File: src/jxmp_pkg.sv
package jxmp_pkg;

    // Parser phases
    typedef enum logic [3:0] {
        PH_SOI0,
        PH_SOI1,
        PH_MK0,
        PH_MK1,
        PH_LEN0,
        PH_LEN1,
        PH_PAY,
        PH_MAIN,
        PH_EXTHDR,
        PH_EXTDATA,
        PH_DONE
    } phase_t;

    // Result kinds
    localparam logic [1:0] KIND_MAIN   = 2'd0;
    localparam logic [1:0] KIND_EXT    = 2'd1;
    localparam logic [1:0] KIND_STATUS = 2'd2;

    // Final status codes
    localparam logic [2:0] ST_OK         = 3'd0;
    localparam logic [2:0] ST_NOT_JPEG   = 3'd1;
    localparam logic [2:0] ST_BAD_LEN    = 3'd2;
    localparam logic [2:0] ST_TRUNCATED  = 3'd3;
    localparam logic [2:0] ST_ZERO_EXT   = 3'd4;
    localparam logic [2:0] ST_OUT_BOUNDS = 3'd5;

    // Marker bytes
    localparam logic [7:0] MK_PREFIX = 8'hFF;
    localparam logic [7:0] MK_SOI    = 8'hD8;
    localparam logic [7:0] MK_SOS    = 8'hDA;
    localparam logic [7:0] MK_APP1   = 8'hE1;

    // Signature lengths, including the closing zero byte
    localparam int SIG_MAIN_LEN = 29;
    localparam int SIG_EXT_LEN  = 35;
    // Extended header: 32-byte GUID, then full length and chunk offset
    localparam int EXT_GUID_LEN = 32;
    localparam int EXT_HDR_LEN  = EXT_GUID_LEN + 8;

    localparam int IDX_W      = 6;
    localparam int REM_W      = 16;
    localparam int CNT_W      = 3;
    localparam int POS_W      = 33;
    localparam logic [IDX_W-1:0] IDX_MAX = '1;

    // Main XMP namespace URI, zero terminated
    localparam logic [7:0] SIG_MAIN [0:SIG_MAIN_LEN-1] = '{
        8'h68, 8'h74, 8'h74, 8'h70, 8'h3A, 8'h2F, 8'h2F, 8'h6E, 8'h73, 8'h2E,
        8'h61, 8'h64, 8'h6F, 8'h62, 8'h65, 8'h2E, 8'h63, 8'h6F, 8'h6D, 8'h2F,
        8'h78, 8'h61, 8'h70, 8'h2F, 8'h31, 8'h2E, 8'h30, 8'h2F, 8'h00
    };

    // Extended XMP namespace URI, zero terminated
    localparam logic [7:0] SIG_EXT [0:SIG_EXT_LEN-1] = '{
        8'h68, 8'h74, 8'h74, 8'h70, 8'h3A, 8'h2F, 8'h2F, 8'h6E, 8'h73, 8'h2E,
        8'h61, 8'h64, 8'h6F, 8'h62, 8'h65, 8'h2E, 8'h63, 8'h6F, 8'h6D, 8'h2F,
        8'h78, 8'h6D, 8'h70, 8'h2F, 8'h65, 8'h78, 8'h74, 8'h65, 8'h6E, 8'h73,
        8'h69, 8'h6F, 8'h6E, 8'h2F, 8'h00
    };

    // Result queue
    localparam int RQ_DEPTH = 4;
    localparam int RQ_PTR_W = $clog2(RQ_DEPTH);
    localparam int RQ_CNT_W = $clog2(RQ_DEPTH + 1);

    typedef struct packed {
        logic [1:0]  kind;
        logic [7:0]  out_byte;
        logic        segment_start;
        logic [31:0] ext_position;
        logic [31:0] ext_total_length;
        logic [2:0]  status;
        logic        last_result;
    } result_t;

    // Results produced by one byte, in order
    typedef struct packed {
        logic [1:0] count;
        result_t    first;
        result_t    second;
    } push_t;

    function automatic logic is_payload(input phase_t ph);
        return (ph == PH_PAY) || (ph == PH_MAIN) || (ph == PH_EXTHDR) ||
               (ph == PH_EXTDATA);
    endfunction

    function automatic logic main_mismatch(input logic [IDX_W-1:0] i, input logic [7:0] b);
        logic hit;
        hit = 1'b0;
        if (i < IDX_W'(SIG_MAIN_LEN))
        begin
            hit = (SIG_MAIN[i[4:0]] != b);
        end
        return hit;
    endfunction

    function automatic logic ext_mismatch(input logic [IDX_W-1:0] i, input logic [7:0] b);
        logic hit;
        hit = 1'b0;
        if (i < IDX_W'(SIG_EXT_LEN))
        begin
            hit = (SIG_EXT[i] != b);
        end
        return hit;
    endfunction

endpackage

File: src/jxmp_if.sv
interface jxmp_in_if;
    logic       valid;
    logic       ready;
    logic [7:0] data_byte;
    logic       last_byte;

    modport source (output valid, data_byte, last_byte, input ready);
    modport sink   (input valid, data_byte, last_byte, output ready);
endinterface

interface jxmp_out_if;
    logic        valid;
    logic        ready;
    logic [1:0]  kind;
    logic [7:0]  out_byte;
    logic        segment_start;
    logic [31:0] ext_position;
    logic [31:0] ext_total_length;
    logic [2:0]  status;
    logic        last_result;

    modport source (output valid, kind, out_byte, segment_start, ext_position,
                    ext_total_length, status, last_result, input ready);
    modport sink   (input valid, kind, out_byte, segment_start, ext_position,
                    ext_total_length, status, last_result, output ready);
endinterface

File: src/jxmp_core.sv
module jxmp_core (
    input  logic               clk,
    input  logic               rst_n,
    jxmp_in_if.sink            byte_ch,
    input  logic               room,
    output jxmp_pkg::push_t    push
);

    localparam int IDX_W = jxmp_pkg::IDX_W;
    localparam int REM_W = jxmp_pkg::REM_W;
    localparam int CNT_W = jxmp_pkg::CNT_W;
    localparam int POS_W = jxmp_pkg::POS_W;

    // Input register
    logic       in_valid_reg;
    logic [7:0] in_byte_reg;
    logic       in_last_reg;
    logic       fire;

    // Parser state
    jxmp_pkg::phase_t   phase_reg, phase_next;
    logic [CNT_W-1:0]   fbc_reg, fbc_next;
    logic [REM_W-1:0]   rem_reg, rem_next;
    logic               app1_reg, app1_next;
    logic [IDX_W-1:0]   idx_reg, idx_next;
    logic [1:0]         match_reg, match_next;
    logic [31:0]        shift_reg, shift_next;
    logic [31:0]        extlen_reg, extlen_next;
    logic [POS_W-1:0]   chunk_reg, chunk_next;
    logic               seen_reg, seen_next;
    logic               finished_reg, finished_next;
    logic               fault_reg, fault_next;

    // Step results
    logic               data_valid;
    jxmp_pkg::result_t  data_res;
    logic               walk_valid;
    logic [2:0]         walk_code;
    logic [2:0]         stat_code;
    jxmp_pkg::result_t  stat_res;
    logic [REM_W:0]     seg_len;
    logic [1:0]         m;

    assign fire          = in_valid_reg && room;
    assign byte_ch.ready = !in_valid_reg || room;

    // Hold the byte until the result queue has room for its results
    always_ff @(posedge clk or negedge rst_n)
    begin
        if (!rst_n)
        begin
            in_valid_reg <= 1'b0;
        end
        else if (byte_ch.valid && byte_ch.ready)
        begin
            in_valid_reg <= 1'b1;
        end
        else if (fire)
        begin
            in_valid_reg <= 1'b0;
        end
    end

    always_ff @(posedge clk)
    begin
        if (byte_ch.valid && byte_ch.ready)
        begin
            in_byte_reg <= byte_ch.data_byte;
            in_last_reg <= byte_ch.last_byte;
        end
    end

    // Parser state registers
    always_ff @(posedge clk or negedge rst_n)
    begin
        if (!rst_n)
        begin
            phase_reg    <= jxmp_pkg::PH_SOI0;
            fbc_reg      <= '0;
            rem_reg      <= '0;
            app1_reg     <= 1'b0;
            idx_reg      <= '0;
            match_reg    <= 2'b11;
            shift_reg    <= '0;
            extlen_reg   <= '0;
            chunk_reg    <= '0;
            seen_reg     <= 1'b0;
            finished_reg <= 1'b0;
            fault_reg    <= 1'b0;
        end
        else
        begin
            phase_reg    <= phase_next;
            fbc_reg      <= fbc_next;
            rem_reg      <= rem_next;
            app1_reg     <= app1_next;
            idx_reg      <= idx_next;
            match_reg    <= match_next;
            shift_reg    <= shift_next;
            extlen_reg   <= extlen_next;
            chunk_reg    <= chunk_next;
            seen_reg     <= seen_next;
            finished_reg <= finished_next;
            fault_reg    <= fault_next;
        end
    end

    // Advance the parser by one byte
    always_comb
    begin
        phase_next    = phase_reg;
        fbc_next      = fbc_reg;
        rem_next      = rem_reg;
        app1_next     = app1_reg;
        idx_next      = idx_reg;
        match_next    = match_reg;
        shift_next    = shift_reg;
        extlen_next   = extlen_reg;
        chunk_next    = chunk_reg;
        seen_next     = seen_reg;
        finished_next = finished_reg;
        fault_next    = fault_reg;
        data_valid    = 1'b0;
        data_res      = '0;
        walk_valid    = 1'b0;
        walk_code     = jxmp_pkg::ST_OK;
        stat_code     = jxmp_pkg::ST_OK;
        seg_len       = {1'b0, rem_reg[REM_W-1:8], in_byte_reg};
        m             = match_reg;

        if (fire)
        begin
            if (fbc_reg < CNT_W'(4))
            begin
                fbc_next = fbc_reg + CNT_W'(1);
            end

            if (!finished_reg)
            begin
                if (jxmp_pkg::is_payload(phase_reg) && rem_reg != '0)
                begin
                    rem_next = rem_reg - REM_W'(1);
                end

                case (phase_reg)
                    jxmp_pkg::PH_SOI0:
                    begin
                        if (in_byte_reg != jxmp_pkg::MK_PREFIX)
                        begin
                            walk_valid = 1'b1;
                            walk_code  = jxmp_pkg::ST_NOT_JPEG;
                        end
                        else
                        begin
                            phase_next = jxmp_pkg::PH_SOI1;
                        end
                    end
                    jxmp_pkg::PH_SOI1:
                    begin
                        if (in_byte_reg != jxmp_pkg::MK_SOI)
                        begin
                            walk_valid = 1'b1;
                            walk_code  = jxmp_pkg::ST_NOT_JPEG;
                        end
                        else
                        begin
                            phase_next = jxmp_pkg::PH_MK0;
                        end
                    end
                    jxmp_pkg::PH_MK0:
                    begin
                        if (in_byte_reg != jxmp_pkg::MK_PREFIX)
                        begin
                            walk_valid = 1'b1;
                            walk_code  = jxmp_pkg::ST_OK;
                        end
                        else
                        begin
                            phase_next = jxmp_pkg::PH_MK1;
                        end
                    end
                    jxmp_pkg::PH_MK1:
                    begin
                        if (in_byte_reg == jxmp_pkg::MK_SOS)
                        begin
                            walk_valid = 1'b1;
                            walk_code  = jxmp_pkg::ST_OK;
                        end
                        else
                        begin
                            app1_next  = (in_byte_reg == jxmp_pkg::MK_APP1);
                            phase_next = jxmp_pkg::PH_LEN0;
                        end
                    end
                    jxmp_pkg::PH_LEN0:
                    begin
                        rem_next   = {in_byte_reg, 8'h00};
                        phase_next = jxmp_pkg::PH_LEN1;
                    end
                    jxmp_pkg::PH_LEN1:
                    begin
                        // Length field counts its own two bytes
                        if (seg_len < (REM_W+1)'(2))
                        begin
                            walk_valid = 1'b1;
                            walk_code  = jxmp_pkg::ST_BAD_LEN;
                        end
                        else
                        begin
                            rem_next   = REM_W'(seg_len - (REM_W+1)'(2));
                            idx_next   = '0;
                            match_next = app1_reg ? 2'b11 : 2'b00;
                            phase_next = (seg_len != (REM_W+1)'(2)) ? jxmp_pkg::PH_PAY
                                                                     : jxmp_pkg::PH_MK0;
                        end
                    end
                    jxmp_pkg::PH_PAY:
                    begin
                        // Match both signatures side by side
                        if (match_reg != 2'b00)
                        begin
                            if (jxmp_pkg::main_mismatch(idx_reg, in_byte_reg))
                            begin
                                m[0] = 1'b0;
                            end
                            if (jxmp_pkg::ext_mismatch(idx_reg, in_byte_reg))
                            begin
                                m[1] = 1'b0;
                            end
                            match_next = m;
                            if (idx_reg != jxmp_pkg::IDX_MAX)
                            begin
                                idx_next = idx_reg + IDX_W'(1);
                            end
                            if (idx_reg == IDX_W'(jxmp_pkg::SIG_MAIN_LEN - 1) && m[0])
                            begin
                                phase_next = jxmp_pkg::PH_MAIN;
                            end
                            else if (idx_reg == IDX_W'(jxmp_pkg::SIG_EXT_LEN - 1) && m[1])
                            begin
                                phase_next = jxmp_pkg::PH_EXTHDR;
                                idx_next   = '0;
                                shift_next = '0;
                            end
                        end
                    end
                    jxmp_pkg::PH_MAIN:
                    begin
                        data_valid             = 1'b1;
                        data_res.kind          = jxmp_pkg::KIND_MAIN;
                        data_res.out_byte      = in_byte_reg;
                        data_res.segment_start =
                            (idx_reg == IDX_W'(jxmp_pkg::SIG_MAIN_LEN));
                        idx_next = IDX_W'(jxmp_pkg::SIG_MAIN_LEN + 1);
                    end
                    jxmp_pkg::PH_EXTHDR:
                    begin
                        // Skip the GUID, then shift in full length and offset
                        if (idx_reg >= IDX_W'(jxmp_pkg::EXT_GUID_LEN) &&
                            idx_reg <  IDX_W'(jxmp_pkg::EXT_GUID_LEN + 4))
                        begin
                            shift_next = {shift_reg[23:0], in_byte_reg};
                        end
                        else if (idx_reg >= IDX_W'(jxmp_pkg::EXT_GUID_LEN + 4) &&
                                 idx_reg <  IDX_W'(jxmp_pkg::EXT_HDR_LEN))
                        begin
                            chunk_next = {1'b0, chunk_reg[23:0], in_byte_reg};
                        end
                        if (idx_reg == IDX_W'(jxmp_pkg::EXT_GUID_LEN + 3))
                        begin
                            chunk_next = '0;
                        end
                        if (idx_reg == IDX_W'(jxmp_pkg::EXT_HDR_LEN - 1))
                        begin
                            extlen_next = shift_reg;
                            seen_next   = 1'b1;
                            if (chunk_next > {1'b0, shift_reg})
                            begin
                                fault_next = 1'b1;
                            end
                            phase_next = jxmp_pkg::PH_EXTDATA;
                        end
                        if (idx_reg != jxmp_pkg::IDX_MAX)
                        begin
                            idx_next = idx_reg + IDX_W'(1);
                        end
                    end
                    jxmp_pkg::PH_EXTDATA:
                    begin
                        if (chunk_reg >= {1'b0, extlen_reg})
                        begin
                            fault_next = 1'b1;
                        end
                        data_valid                = 1'b1;
                        data_res.kind             = jxmp_pkg::KIND_EXT;
                        data_res.out_byte         = in_byte_reg;
                        data_res.ext_position     = chunk_reg[31:0];
                        data_res.ext_total_length = extlen_reg;
                        chunk_next = chunk_reg + POS_W'(1);
                    end
                    default:
                    begin
                    end
                endcase

                // Leave the segment when its payload is used up
                if (!walk_valid && jxmp_pkg::is_payload(phase_next) && rem_next == '0)
                begin
                    phase_next = jxmp_pkg::PH_MK0;
                end

                if (!walk_valid && in_last_reg)
                begin
                    walk_valid = 1'b1;
                    walk_code  = jxmp_pkg::is_payload(phase_next) ? jxmp_pkg::ST_TRUNCATED
                                                                  : jxmp_pkg::ST_OK;
                end

                // Close the file with a status
                if (walk_valid)
                begin
                    stat_code = walk_code;
                    if (in_last_reg && fbc_reg <= CNT_W'(2))
                    begin
                        stat_code = jxmp_pkg::ST_NOT_JPEG;
                    end
                    if (stat_code == jxmp_pkg::ST_OK && seen_next)
                    begin
                        if (extlen_next == '0)
                        begin
                            stat_code = jxmp_pkg::ST_ZERO_EXT;
                        end
                        else if (fault_next)
                        begin
                            stat_code = jxmp_pkg::ST_OUT_BOUNDS;
                        end
                    end
                    finished_next = 1'b1;
                    phase_next    = jxmp_pkg::PH_DONE;
                end
            end

            // End of file: back to the reset state
            if (in_last_reg)
            begin
                phase_next    = jxmp_pkg::PH_SOI0;
                fbc_next      = '0;
                rem_next      = '0;
                app1_next     = 1'b0;
                idx_next      = '0;
                match_next    = 2'b11;
                shift_next    = '0;
                extlen_next   = '0;
                chunk_next    = '0;
                seen_next     = 1'b0;
                finished_next = 1'b0;
                fault_next    = 1'b0;
            end
        end
    end

    // Pack the results of this byte
    always_comb
    begin
        stat_res             = '0;
        stat_res.kind        = jxmp_pkg::KIND_STATUS;
        stat_res.status      = stat_code;
        stat_res.last_result = 1'b1;
        push                 = '0;
        if (data_valid && walk_valid)
        begin
            push.count  = 2'd2;
            push.first  = data_res;
            push.second = stat_res;
        end
        else if (data_valid)
        begin
            push.count             = 2'd1;
            push.first             = data_res;
            push.first.last_result = 1'b1;
        end
        else if (walk_valid)
        begin
            push.count = 2'd1;
            push.first = stat_res;
        end
    end

    // A byte that yields two results yields a payload byte and then the status
    a_pair_order: assert property (@(posedge clk) disable iff (!rst_n)
        push.count == 2'd2 |-> push.first.kind != jxmp_pkg::KIND_STATUS &&
                               push.second.kind == jxmp_pkg::KIND_STATUS)
        else $error("two results out of order");

    // The last byte of a file returns the parser to the start
    a_file_reset: assert property (@(posedge clk) disable iff (!rst_n)
        fire && in_last_reg |=> phase_reg == jxmp_pkg::PH_SOI0 && !finished_reg)
        else $error("parser not reset after last byte");

    // Once the status is out, the parser sits in the done phase
    a_done_phase: assert property (@(posedge clk) disable iff (!rst_n)
        finished_reg |-> phase_reg == jxmp_pkg::PH_DONE)
        else $error("finished outside done phase");

endmodule

File: src/jxmp_rfifo.sv
module jxmp_rfifo (
    input  logic               clk,
    input  logic               rst_n,
    input  jxmp_pkg::push_t    push,
    output logic               room,
    jxmp_out_if.source         result_ch
);

    localparam int DEPTH = jxmp_pkg::RQ_DEPTH;
    localparam int PTR_W = jxmp_pkg::RQ_PTR_W;
    localparam int CNT_W = jxmp_pkg::RQ_CNT_W;

    jxmp_pkg::result_t mem_reg [DEPTH];
    logic [PTR_W-1:0]  wr_ptr_reg, wr_ptr_next;
    logic [PTR_W-1:0]  rd_ptr_reg, rd_ptr_next;
    logic [CNT_W-1:0]  count_reg, count_next;
    logic              pop;
    jxmp_pkg::result_t head;

    assign pop  = result_ch.valid && result_ch.ready;
    assign room = (count_reg <= CNT_W'(DEPTH - 2));

    // Drive the head entry
    assign head                       = mem_reg[rd_ptr_reg];
    assign result_ch.valid            = (count_reg != '0);
    assign result_ch.kind             = head.kind;
    assign result_ch.out_byte         = head.out_byte;
    assign result_ch.segment_start    = head.segment_start;
    assign result_ch.ext_position     = head.ext_position;
    assign result_ch.ext_total_length = head.ext_total_length;
    assign result_ch.status           = head.status;
    assign result_ch.last_result      = head.last_result;

    // Store up to two results per cycle
    always_ff @(posedge clk)
    begin
        if (push.count != 2'd0)
        begin
            mem_reg[wr_ptr_reg] <= push.first;
        end
        if (push.count == 2'd2)
        begin
            mem_reg[wr_ptr_reg + PTR_W'(1)] <= push.second;
        end
    end

    // Advance pointers and occupancy
    always_comb
    begin
        wr_ptr_next = wr_ptr_reg + PTR_W'(push.count);
        rd_ptr_next = rd_ptr_reg + PTR_W'(pop);
        count_next  = count_reg + CNT_W'(push.count) - CNT_W'(pop);
    end

    always_ff @(posedge clk or negedge rst_n)
    begin
        if (!rst_n)
        begin
            wr_ptr_reg <= '0;
            rd_ptr_reg <= '0;
            count_reg  <= '0;
        end
        else
        begin
            wr_ptr_reg <= wr_ptr_next;
            rd_ptr_reg <= rd_ptr_next;
            count_reg  <= count_next;
        end
    end

    a_no_overflow: assert property (@(posedge clk) disable iff (!rst_n)
        count_reg <= CNT_W'(DEPTH))
        else $error("result queue overflow");

    a_push_room: assert property (@(posedge clk) disable iff (!rst_n)
        !room |-> push.count == 2'd0)
        else $error("results pushed without room");

    // Hold the head transaction while the sink stalls
    a_hold_head: assert property (@(posedge clk) disable iff (!rst_n)
        result_ch.valid && !result_ch.ready |=> result_ch.valid && $stable(head))
        else $error("head result changed while stalled");

endmodule

File: src/jpeg_xmp_segment_extractor.sv
// Channel    Dir  Payload                                            Accepted when
// byte_ch    in   data_byte, last_byte                               valid && ready
// result_ch  out  kind, out_byte, segment_start, ext_position,       valid && ready
//                 ext_total_length, status, last_result
//
// One byte per cycle while the result queue has room: each byte is parsed
// combinationally between the input register and a four-entry result queue,
// and its results leave one per cycle while result_ch is ready.
// Reset is asynchronous and active low; no clearing pass, byte_ch is ready
// during reset and as soon as it ends.
// byte_ch stalls while a byte waits in the input register and the result
// queue holds more than two results.
module jpeg_xmp_segment_extractor (
    input  logic       clk,
    input  logic       rst_n,
    jxmp_in_if.sink    byte_ch,
    jxmp_out_if.source result_ch
);

    jxmp_pkg::push_t push;
    logic            room;

    jxmp_core u_core (
        .clk     (clk),
        .rst_n   (rst_n),
        .byte_ch (byte_ch),
        .room    (room),
        .push    (push)
    );

    jxmp_rfifo u_rfifo (
        .clk       (clk),
        .rst_n     (rst_n),
        .push      (push),
        .room      (room),
        .result_ch (result_ch)
    );

endmodule

File: src/flat_wrapper.sv
// flat-port wrapper written by rule: the top's interface ports become plain ports
module jpeg_xmp_segment_extractor_flat 
  (clk, rst_n, byte_ch_valid, byte_ch_data_byte, byte_ch_last_byte, byte_ch_ready, result_ch_valid, result_ch_kind, result_ch_out_byte, result_ch_segment_start, result_ch_ext_position, result_ch_ext_total_length, result_ch_status, result_ch_last_result, result_ch_ready);
  jxmp_in_if byte_ch_i ();
  jxmp_out_if result_ch_i ();
  input  logic clk;
  input  logic rst_n;
  input wire logic [$bits(byte_ch_i.valid)-1:0] byte_ch_valid;
  input wire logic [$bits(byte_ch_i.data_byte)-1:0] byte_ch_data_byte;
  input wire logic [$bits(byte_ch_i.last_byte)-1:0] byte_ch_last_byte;
  output wire logic [$bits(byte_ch_i.ready)-1:0] byte_ch_ready;
  output wire logic [$bits(result_ch_i.valid)-1:0] result_ch_valid;
  output wire logic [$bits(result_ch_i.kind)-1:0] result_ch_kind;
  output wire logic [$bits(result_ch_i.out_byte)-1:0] result_ch_out_byte;
  output wire logic [$bits(result_ch_i.segment_start)-1:0] result_ch_segment_start;
  output wire logic [$bits(result_ch_i.ext_position)-1:0] result_ch_ext_position;
  output wire logic [$bits(result_ch_i.ext_total_length)-1:0] result_ch_ext_total_length;
  output wire logic [$bits(result_ch_i.status)-1:0] result_ch_status;
  output wire logic [$bits(result_ch_i.last_result)-1:0] result_ch_last_result;
  input wire logic [$bits(result_ch_i.ready)-1:0] result_ch_ready;
  assign byte_ch_i.valid = byte_ch_valid;
  assign byte_ch_i.data_byte = byte_ch_data_byte;
  assign byte_ch_i.last_byte = byte_ch_last_byte;
  assign byte_ch_ready = byte_ch_i.ready;
  assign result_ch_valid = result_ch_i.valid;
  assign result_ch_kind = result_ch_i.kind;
  assign result_ch_out_byte = result_ch_i.out_byte;
  assign result_ch_segment_start = result_ch_i.segment_start;
  assign result_ch_ext_position = result_ch_i.ext_position;
  assign result_ch_ext_total_length = result_ch_i.ext_total_length;
  assign result_ch_status = result_ch_i.status;
  assign result_ch_last_result = result_ch_i.last_result;
  assign result_ch_i.ready = result_ch_ready;
  jpeg_xmp_segment_extractor u_core (.clk(clk), .rst_n(rst_n), .byte_ch(byte_ch_i), .result_ch(result_ch_i));
endmodule
File: config.mk
export PLATFORM = sky130hd
export DESIGN_NAME = jpeg_xmp_segment_extractor_flat
export DESIGN_NICKNAME = d
export VERILOG_FILES = /design/src/jxmp_pkg.sv /design/src/jxmp_if.sv /design/src/jxmp_core.sv /design/src/jxmp_rfifo.sv /design/src/jpeg_xmp_segment_extractor.sv /design/src/flat_wrapper.sv
export SDC_FILE = /design/constraint.sdc
export NUM_CORES = 1
export LEC_CHECK = 0
export BUFFER_PORTS_ARGS = -buffer_cell sky130_fd_sc_hd__buf_2
export CAP_MARGIN = 20
export CELL_PAD_IN_SITES_DETAIL_PLACEMENT = 1
export CELL_PAD_IN_SITES_GLOBAL_PLACEMENT = 2
export CORE_MARGIN = 1
export CORE_UTILIZATION = 41
export DETAILED_ROUTE_END_ITERATION = 10
export PLACE_DENSITY_LB_ADDON = 0.1
export RECOVER_POWER = 25
export SYNTH_ARGS = -nofsm -noshare
export SYNTH_HDL_FRONTEND = slang
export SYNTH_SLANG_ARGS = --single-unit
File: constraint.sdc
create_clock -name clk -period 5.4 [get_ports clk]
set_clock_uncertainty 0.2 [all_clocks]
set_input_delay 0.27 -clock clk [delete_from_list [all_inputs] [get_ports clk]]
set_output_delay 0.27 -clock clk [all_outputs]
set_load 0.05 [all_outputs]
==> Word level (Yosys, flattened, before mapping) <==
Memories as Yosys holds them, arrays and structs flattened.
Index checks and enable logic that the tools add are counted.
{ "word_totals": {"rom_bits": 768, "ramBits": 316, "wordCells": 290, "latch_bits": 0, "memories": 3, "regBits": 149, "output_inout_bits": 81, "in_bits": 13} }
{ "mem_list": {"columns": ["name", "words", "width", "rd", "rd_clocked_by_memory_dff", "write_ports", "line", "text"], "rows": [
  ["(no name shown)", 64, 8, 1, 0, 0, "jxmp_pkg.sv:107", "hit = (SIG_EXT[i] != b);"],
  ["u_core.u_rfifo.mem_reg", 4, 79, 1, 0, 2, "jxmp_rfifo.sv:13", "jxmp_pkg::result_t mem_reg [DEPTH];"],
  ["(no name shown)", 32, 8, 1, 0, 0, "jxmp_pkg.sv:97", "hit = (SIG_MAIN[i[4:0]] != b);"]
]} }
{ "classes": {"div": 0, "n_lt_le_gt_ge": 14, "n_addsub": 10, "mul": 0, "n_eq_ne": 38, "n_bitwise": 2, "reduce_logical": 50, "mux": 155, "shift": 0} }
{ "op_table": {"columns": ["op", "count"], "rows": [
  ["32-bit 2-to-1 mux", 12],
  ["33-bit 2-to-1 mux", 8],
  ["80-bit 2-to-1 mux", 2],
  ["74-bit 2-to-1 mux", 2],
  ["16-bit 2-to-1 mux", 6],
  ["81-bit 2-to-1 mux", 1],
  ["79-bit 2-to-1 mux", 1],
  ["4-bit 2-to-1 mux", 17],
  ["33-bit case mux with 2 select lines", 1],
  ["64-bit 2-to-1 mux", 1],
  ["32-bit case mux with 2 select lines", 1],
  ["1-bit 2-to-1 mux", 63],
  ["3-bit 2-to-1 mux", 14],
  ["6-bit 2-to-1 mux", 7],
  ["33-bit by 1-bit adder with 33-bit output, second input constant", 1],
  ["33-bit by 32-bit >= comparator with 1-bit output", 1],
  ["33-bit by 32-bit greater-than comparator with 1-bit output", 1],
  ["4-bit by 3-bit == test with 1-bit output, second input constant", 8],
  ["32-bit zero test", 1],
  ["8-bit 2-to-1 mux", 4],
  ["16-bit case mux with 2 select lines", 1],
  ["4-bit case mux with 8 select lines", 1],
  ["4-bit == test, second input constant", 6],
  ["6-bit case mux with 4 select lines", 1],
  ["other kinds (53)", 108]
]} }

==> Longest topological paths before layout <==
Gate-level depths: netlist (run 1).
{ "depth": {"ltp_word": 53, "mapped_depth": 20, "ltp_nobuf": 15} }

==> Cells and area by module <==
From an unflattened synthesis (run 1), not the netlist that was laid out.
{ "hier_totals": {"cells_unflattened": 2387, "area_unflattened_um2": 27869.2} }
{ "modules_own_cells": {"columns": ["module", "n_inst", "cells_each", "seq_area_each_um2", "area_per_inst_um2"], "rows": [
  ["jxmp_rfifo", 1, 805, 9664.3, 15556.2],
  ["jxmp_core", 1, 1582, 3601.0, 12313.1]
]} }

==> Worst setup path after synthesis (run 1) <==
Ideal clock, no wire load.
{ "synth_path": {"path_type": "flip-flop to flip-flop", "from": "register u_core.u_core.idx_reg[2]", "to": "memory u_core.u_rfifo.mem_reg[1][1] (netlist bit) (data pin)", "path_slack_ps": 742, "t_arrival_ps": 4176, "t_required_ps": 4917, "setup_ps": 283, "period_less_slack_ps": 4658, "stages_incl_launch_ff": 20, "n_path_buf": 7, "path_cell_list": "dfrtp_1 -> buf_2 -> buf_6 -> buf_2 -> buf_1 -> and3_1 -> clkbuf_1 -> clkbuf_1 -> clkbuf_1 -> nand2_1 -> a21oi_1 -> ha_1 -> a21o_1 -> a221oi_1 -> a21oi_1 -> o211a_1 -> o211ai_1 -> nand2_1 -> a2111oi_1 -> nor3_1"} }
{ "synth_rtl": {"columns": ["item", "line", "text"], "rows": [
  ["start: declaration", "jxmp_core.sv:25", "logic [IDX_W-1:0] idx_reg, idx_next;"],
  ["start signal: assignment", "jxmp_core.sv:97", "idx_reg <= idx_next;"],
  ["end: declaration", "jxmp_rfifo.sv:13", null]
]} }

==> results of run 1 <==
## logic make-up (layout without fill, tap and decap cells)
| group | count (synthesis) | after routing |
|---|---|---|
| compound gates | 767 | 767 |
| simple gates | 562 | 562 |
| flops | 465 | 465 |
| buf+inv | 315 | 387 |
| mux | 88 | 88 |
| fa+ha+maj | 85 | 85 |
| xor+xnor | 26 | 26 |
## worst max-delay path by stage
stage	slack [ns]	to	depth (start not counted)
finish	0.24	u_core.u_rfifo.mem_reg[0][2]$_DFFE_PP_	11
global route	0.04	u_core.u_rfifo.mem_reg[0][2]$_DFFE_PP_	11
CTS	0.44	u_core.u_rfifo.mem_reg[3][2]$_DFFE_PP_	11
detailed placement	0.44	u_core.u_rfifo.mem_reg[1][1]$_DFFE_PP_	15
global placement	0.56	u_core.u_rfifo.mem_reg[0][1]$_DFFE_PP_	15
floorplan	0.74	u_core.u_rfifo.mem_reg[1][1]$_DFFE_PP_	19
## final cells by class
| type | instances | area [µm²] | share of cell area, % |
|---|---|---|---|
| multi-input combinational | 1528 | 11700 | 44.3 |
| inverter | 112 | 420 | 1.58 |
| tap | 748 | 936 | 3.53 |
| sequential | 465 | 10300 | 38.9 |
| clock inverter | 29 | 362 | 1.36 |
| timing repair buffer | 175 | 1200 | 4.51 |
| clock buffer | 71 | 1570 | 5.91 |
## per-layer routing
metal / global-route usage (%) / vias to the layer above / wire length [µm]
met5: 0 / - / 0
met4: 10.9 / 0 / 3130
met3: 4.10 / 155 / 3240
met2: 48.6 / 472 / 40300
met1: 36.3 / 10084 / 35100
li1: - / 8800 / -
## power by group
group          internal [mW]  switching, mW  leakage, nW
logic                   1.18           2.12         5.34
registers               3.66          0.460         4.57
clock network           2.30           1.59        0.948
total                   7.14           4.17         10.9
## stage by stage
stage | hold slack, ns | instance area, µm²
2_1_floorplan | -0.226 | 23200
3_3_place_gp | 0.0308 | 24500
3_5_place_dp | 0.0376 | 24500
4_1_cts | 0.0109 | 26600
5_1_grt | 0.150 | 26500
6_report | 0.169 | 26500
## Yosys cell counts (22+ instances only)
master,number
a22o_1,334
nand2_1,175
nor2_1,103
dfrtp_1,138
nor3_1,32
nand3_1,65
edfxtp_1,29
a21oi_1,100
clkbuf_1,163
dfxtp_1,296
inv_1,110
nand4_1,22
buf_1,22
ha_1,84
o21ai_0,163
nor4_1,38
mux4_2,79
## what timing repair did
action,4_1_cts,5_1_grt
endpoints found under the hold margin,76,0
hold buffers,13,0
gates resized for setup,0,1
endpoints found under the setup margin,0,4
## critical path: stages, from the launching register on
cell and delay [ns]:
dfrtp_1 0.64, inv_1 0.23, ha_1 0.45, mux2_2 0.30
a2111oi_0 0.66, a211oi_1 0.14, xnor2_1 0.21, or3_1 0.36
o21ai_1 0.30, nor4b_4 0.42, o211ai_2 0.23, a2111oi_0 0.72
==> flow_summary.ini, run 1 <==
[job]
maxCapViolations = 5

[floorplanning]
ioPinCount = 94
start_util_pct = 41.9
core_area_mm2 = 0.0555
die_h_um = 240
die_width_um = 240
num_rows = 86
dieArea_mm2 = 0.0576

[worst_setup_path]
r2r_start = u_core.u_core.idx_reg[0]$_DFFE_PN0P_
cp-end-kind = register
crit_path_start = u_core.u_core.idx_reg[0]$_DFFE_PN0P_
reg2reg_to = u_core.u_rfifo.mem_reg[0][2]$_DFFE_PP_
required_ns = 5.52
reg2reg_depth = 11
crit_path_start_kind = register
crit_type = reg -> reg
cp.arrival_ns = 5.27
crit_fanout = 13
r2r_slack_ns = 0.24

[final_layout]
nNetsFinal = 2433
syn_to_final_growth_pct = 14.1
final_cell_mix = a22o_1, dfxtp_1, nand2_1
drive_above_1_share_pct = 16.4
antenna_cells = 0
fill_cells = 6078
final_util_pct = 47.8
final_common_cell = a22o_1
largest_reg_flops = 316
fin_cells = 3128

[clock_network]
cts_setup_buffers = 0
clockRootBuffer = clkbuf_16
htreeDepth = 2
cts-buffers-inserted = 53
cts.clk_slew.worst_paths_ns = 0.06
clock_path_buffers = 3
tritoncts = yes
clk_latency_ns = 0.63
clock-sinks = 465

[route]
routed_wl_um = 81800
drcViolationCount = 0
drtAntennaViolNets = 0
first_iter_violations = 1347
drt-vias-per-instance = 6.24
vias = 19511
firstDrtPassIters = 7
wl_per_cell_um = 26.1

[logic_synthesis]
synthMuxAreaShare_pct = 8.05
syn-cell-area_mm2 = 0.0232
synth_area_leaders = dfxtp_1, dfrtp_1, a22o_1, mux4_2, ha_1
synth_fa_ha_area_share_pct = 4.61
synth_compound_area_share_pct = 24.2
netlist_instances = 2308
synth-seq-cells = 465
synth_nets = 2406
synth_xor_area_share_pct = 0.980
synth_warnings = 0
synth_cell_type_count = 97
synth_edf_count = 29
synth-simple-area-share_pct = 12.4
synth_top_family_by_area = compound AO/OA/AOI/OAI gates
netlist.area_leader.share_pct = 25.5
yosys.area.top_type = dfxtp_1
synthFlopType = dfxtp_1
ys_seq_area_share_pct = 44.3
async_reset_ff_share_pct = 30.1
syn_avg_cell_area_um2 = 10.1

[pwr]
p_leak_nw = 10.9
peakVddDrop_mv = 0.339
finalPower_mw = 11.3
powerDensity_mw_per_mm2 = 426

[outcome]
status = finished, violations left
violations = capacitance limit, slew limit

[sta]
worst_pin_slew_ns = 3.26
slew-limit-headroom_pct = -117
finalCriticalPeriod_ns = 5.16
final_max_slew_viol_count = 220
fin_ws_ns = 0.245
min_period_over_period_pct = 95.5
hold_viol_final = 0
tns_ns = 0
finalSetupViolations = 0
fmax_mhz = 194
grt_setup_unrepaired = no

[grt]
globalRouteTotalUtil_pct = 28.5
grt_overflow = 0
grt_pass1_wl_um = 125000
antenna_found_initial = 1
grt_max_degree = 76
grt_pass1_vias = 20341

[place]
globalplace.congestion = 0.896
placed_cells = 3015
dp_slack_ns = 0.438
dpl.hpwl_um = 55400
port_buffers = 93

[worst_hold_path]
hold_path.startpoint = byte_ch_data_byte[7]
min_path_type = in -> reg
hold_end = u_core.u_core.in_byte_reg[7]$_DFFE_PP_
hold_path_depth = 2
Note: power is estimated with default switching activity, not from simulation.
==> run 2, diff against run 1 <==
--- a/config.mk
+++ b/config.mk
@@ -9,11 +9,13 @@
 export CAP_MARGIN = 20
 export CELL_PAD_IN_SITES_DETAIL_PLACEMENT = 1
 export CELL_PAD_IN_SITES_GLOBAL_PLACEMENT = 2
+export CORE_ASPECT_RATIO = 1.5
 export CORE_MARGIN = 1
 export CORE_UTILIZATION = 41
 export DETAILED_ROUTE_END_ITERATION = 10
 export PLACE_DENSITY_LB_ADDON = 0.1
 export RECOVER_POWER = 25
+export SKIP_CTS_REPAIR_TIMING = 1
 export SYNTH_ARGS = -nofsm -noshare
 export SYNTH_HDL_FRONTEND = slang
 export SYNTH_SLANG_ARGS = --single-unit
==> run 2 against run 1 <==
The run still ends with capacitance limit, slew limit left. Cell count barely moved. Final area fell by 0.73%. Clock power fell by 7.7%. Register-to-register slack improved by 0.16 ns. Non-clock buffer count rose by 1. Global-route usage rose by 1.5 points. Count of clock-buffer cells in the layout fell by 7. Critical path depth fell by 2. Core utilization fell by 0.61 points.
==> flow_summary.ini, run 2 (synthesis gave the netlist of run 1 again) <==
[outcome]
status = finished, violations left
violations = capacitance limit, slew limit

[pwr]
p_seq_share_pct = 37.1
p_comb_share_pct = 30.3
peakVddDrop_mv = 0.314
swShare_pct = 37.8
p_leak_nw = 10.8
p_switching_mw = 4.18
internal_power_mw = 6.88
clkPwrFrac_pct = 32.6
powerDensity_mw_per_mm2 = 420

[worst_setup_path]
worst_path_max_delay_cell = nor4_1
cp-endpoint = u_core.u_rfifo.mem_reg[1][1]$_DFFE_PP_
crit_path_start = u_core.u_core.rem_reg[10]$_DFFE_PN0P_
r2r_start = u_core.u_core.rem_reg[10]$_DFFE_PN0P_
crit_path_start_kind = register
r2r_slack_ns = 0.40
slowest_delay_ns = 0.89
cp.arrival_ns = 5.13
reg2reg_depth = 9
crit_fanout = 10
required_ns = 5.53
crit_type = reg -> reg
reg2reg_to = u_core.u_rfifo.mem_reg[1][1]$_DFFE_PP_
cp-end-kind = register
crit_chain = or4_1 -> nor4_1 -> or2b_1 -> o221ai_1 -> or4b_1 -> nor4_2 -> nand4_2 -> a221oi_2 -> nor3_1

[place]
placed_cells = 3024
dpl.hpwl_um = 59100
port_buffers = 93
globalplace.congestion = 0.930
placed_area_mm2 = 0.0246

[route]
vias = 19512
wl_per_cell_um = 27.6
firstDrtPassIters = 5
first_iter_violations = 1056
drcViolationCount = 0
drt-vias-per-instance = 6.24
drtAntennaViolNets = 0
routed_wl_um = 86300

[sta]
tns_ns = 0
finalCriticalPeriod_ns = 5.00
whs_ns = 0.178
min_period_over_period_pct = 92.6
slew-limit-headroom_pct = -142
finalSetupViolations = 0
worst_pin_slew_ns = 3.63
grt_setup_unrepaired = no
hold_viol_final = 0
final_max_slew_viol_count = 181
fmax_mhz = 200

[grt]
grt_pass1_vias = 20910
antenna_found_initial = 0
grt_overflow = 0
grt_pass1_wl_um = 131000
grt_max_degree = 76
globalRouteTotalUtil_pct = 30.0

[floorplanning]
num_rows = 106
core_area_mm2 = 0.0558
die_h_um = 294
ioPinCount = 94
start_util_pct = 41.6
dieArea_mm2 = 0.0577
die_width_um = 196

[final_layout]
drive_above_1_share_pct = 15.8
final_common_cell = a22o_1
nNetsFinal = 2429
antenna_cells = 0
fill_cells = 6115
fin_area_mm2 = 0.0263
fin_cells = 3127
final_util_pct = 47.2
syn_to_final_growth_pct = 13.3
largest_reg_flops = 316
final_cell_mix = a22o_1, dfxtp_1, nand2_1

[clock_network]
clockRootBuffer = clkbuf_16
tritoncts = yes
clock_path_buffers = 3
cts-buffers-inserted = 48
cts.clk_slew.worst_paths_ns = 0.06
htreeDepth = 2
clk_latency_ns = 0.63
clock-sinks = 465

[job]
maxCapViolations = 4

[worst_hold_path]
min_path_type = in -> reg
run 2: cell count changes in the layout (fill, tap and decap cells not counted), sizes merged:
| cell | change |
|---|---|
| clkinvlp | -3 |
| inv | +2 |
| clkbuf | -4 |
| bufinv | -2 |
| buf | -2 |
run 2: layout make-up:
cell class / instances / area (µm²) / area share (%)
multi-input combinational: 1528 / 11700 / 44.5
timing repair buffer: 176 / 1220 / 4.65
clock inverter: 26 / 277 / 1.05
inverter: 112 / 420 / 1.60
tap: 756 / 946 / 3.59
clock buffer: 64 / 1440 / 5.46
sequential: 465 / 10300 / 39.1
run 2: metrics by stage:
step           setup WS [ns]  total power, mW
4_1_cts                0.495             11.1
2_1_floorplan          0.742             6.32
5_1_grt               0.0519             11.5
3_5_place_dp           0.520             7.54
3_3_place_gp           0.533             7.48
6_report               0.401             11.1
run 2: critical path: cells and delay by family, from the launching register on:
kind | cells | cell delay (ns)
AOI/OAI and AO/OA | 2 | 0.73
DFF | 1 | 0.49
and+or+nand+nor | 7 | 3.30
run 2: how the worst min path moves through the flow:
stage / start / to / slack [ns] / depth (start not counted)
after global routing: byte_ch_last_byte / u_core.u_core.in_last_reg$_DFFE_PP_ / 0.18 / 2
after global placement: rst_n / u_core.u_core.rem_reg[14]$_DFFE_PN0P_ / -0.02 / 1
after CTS: rst_n / u_core.u_core.fbc_reg[2]$_DFFE_PN0P_ / -0.66 / 1
after floorplan: rst_n / u_core.u_core.app1_reg$_DFFE_PN0P_ / -0.23 / 0
after detailed placement: rst_n / u_core.u_core.rem_reg[14]$_DFFE_PN0P_ / -0.008 / 1
final: byte_ch_last_byte / u_core.u_core.in_last_reg$_DFFE_PP_ / 0.18 / 2
run 2: routing by layer:
layer	vias up	wire (µm)	track usage [%]
met1	10066	33100	33.8
met3	212	2850	2.77
met4	0	4860	16.4
met2	505	45500	55.2
li1	8729	-	-
met5	-	0	0
run 2: power groups by stage:
stage	clock [mW]	sequential [mW]	combinational, mW
floorplan	0	3.82	2.50
global placement	0	4.17	3.31
detailed placement	0	4.18	3.35
CTS	3.67	4.11	3.37
global route	3.79	4.14	3.60
finish	3.60	4.10	3.36
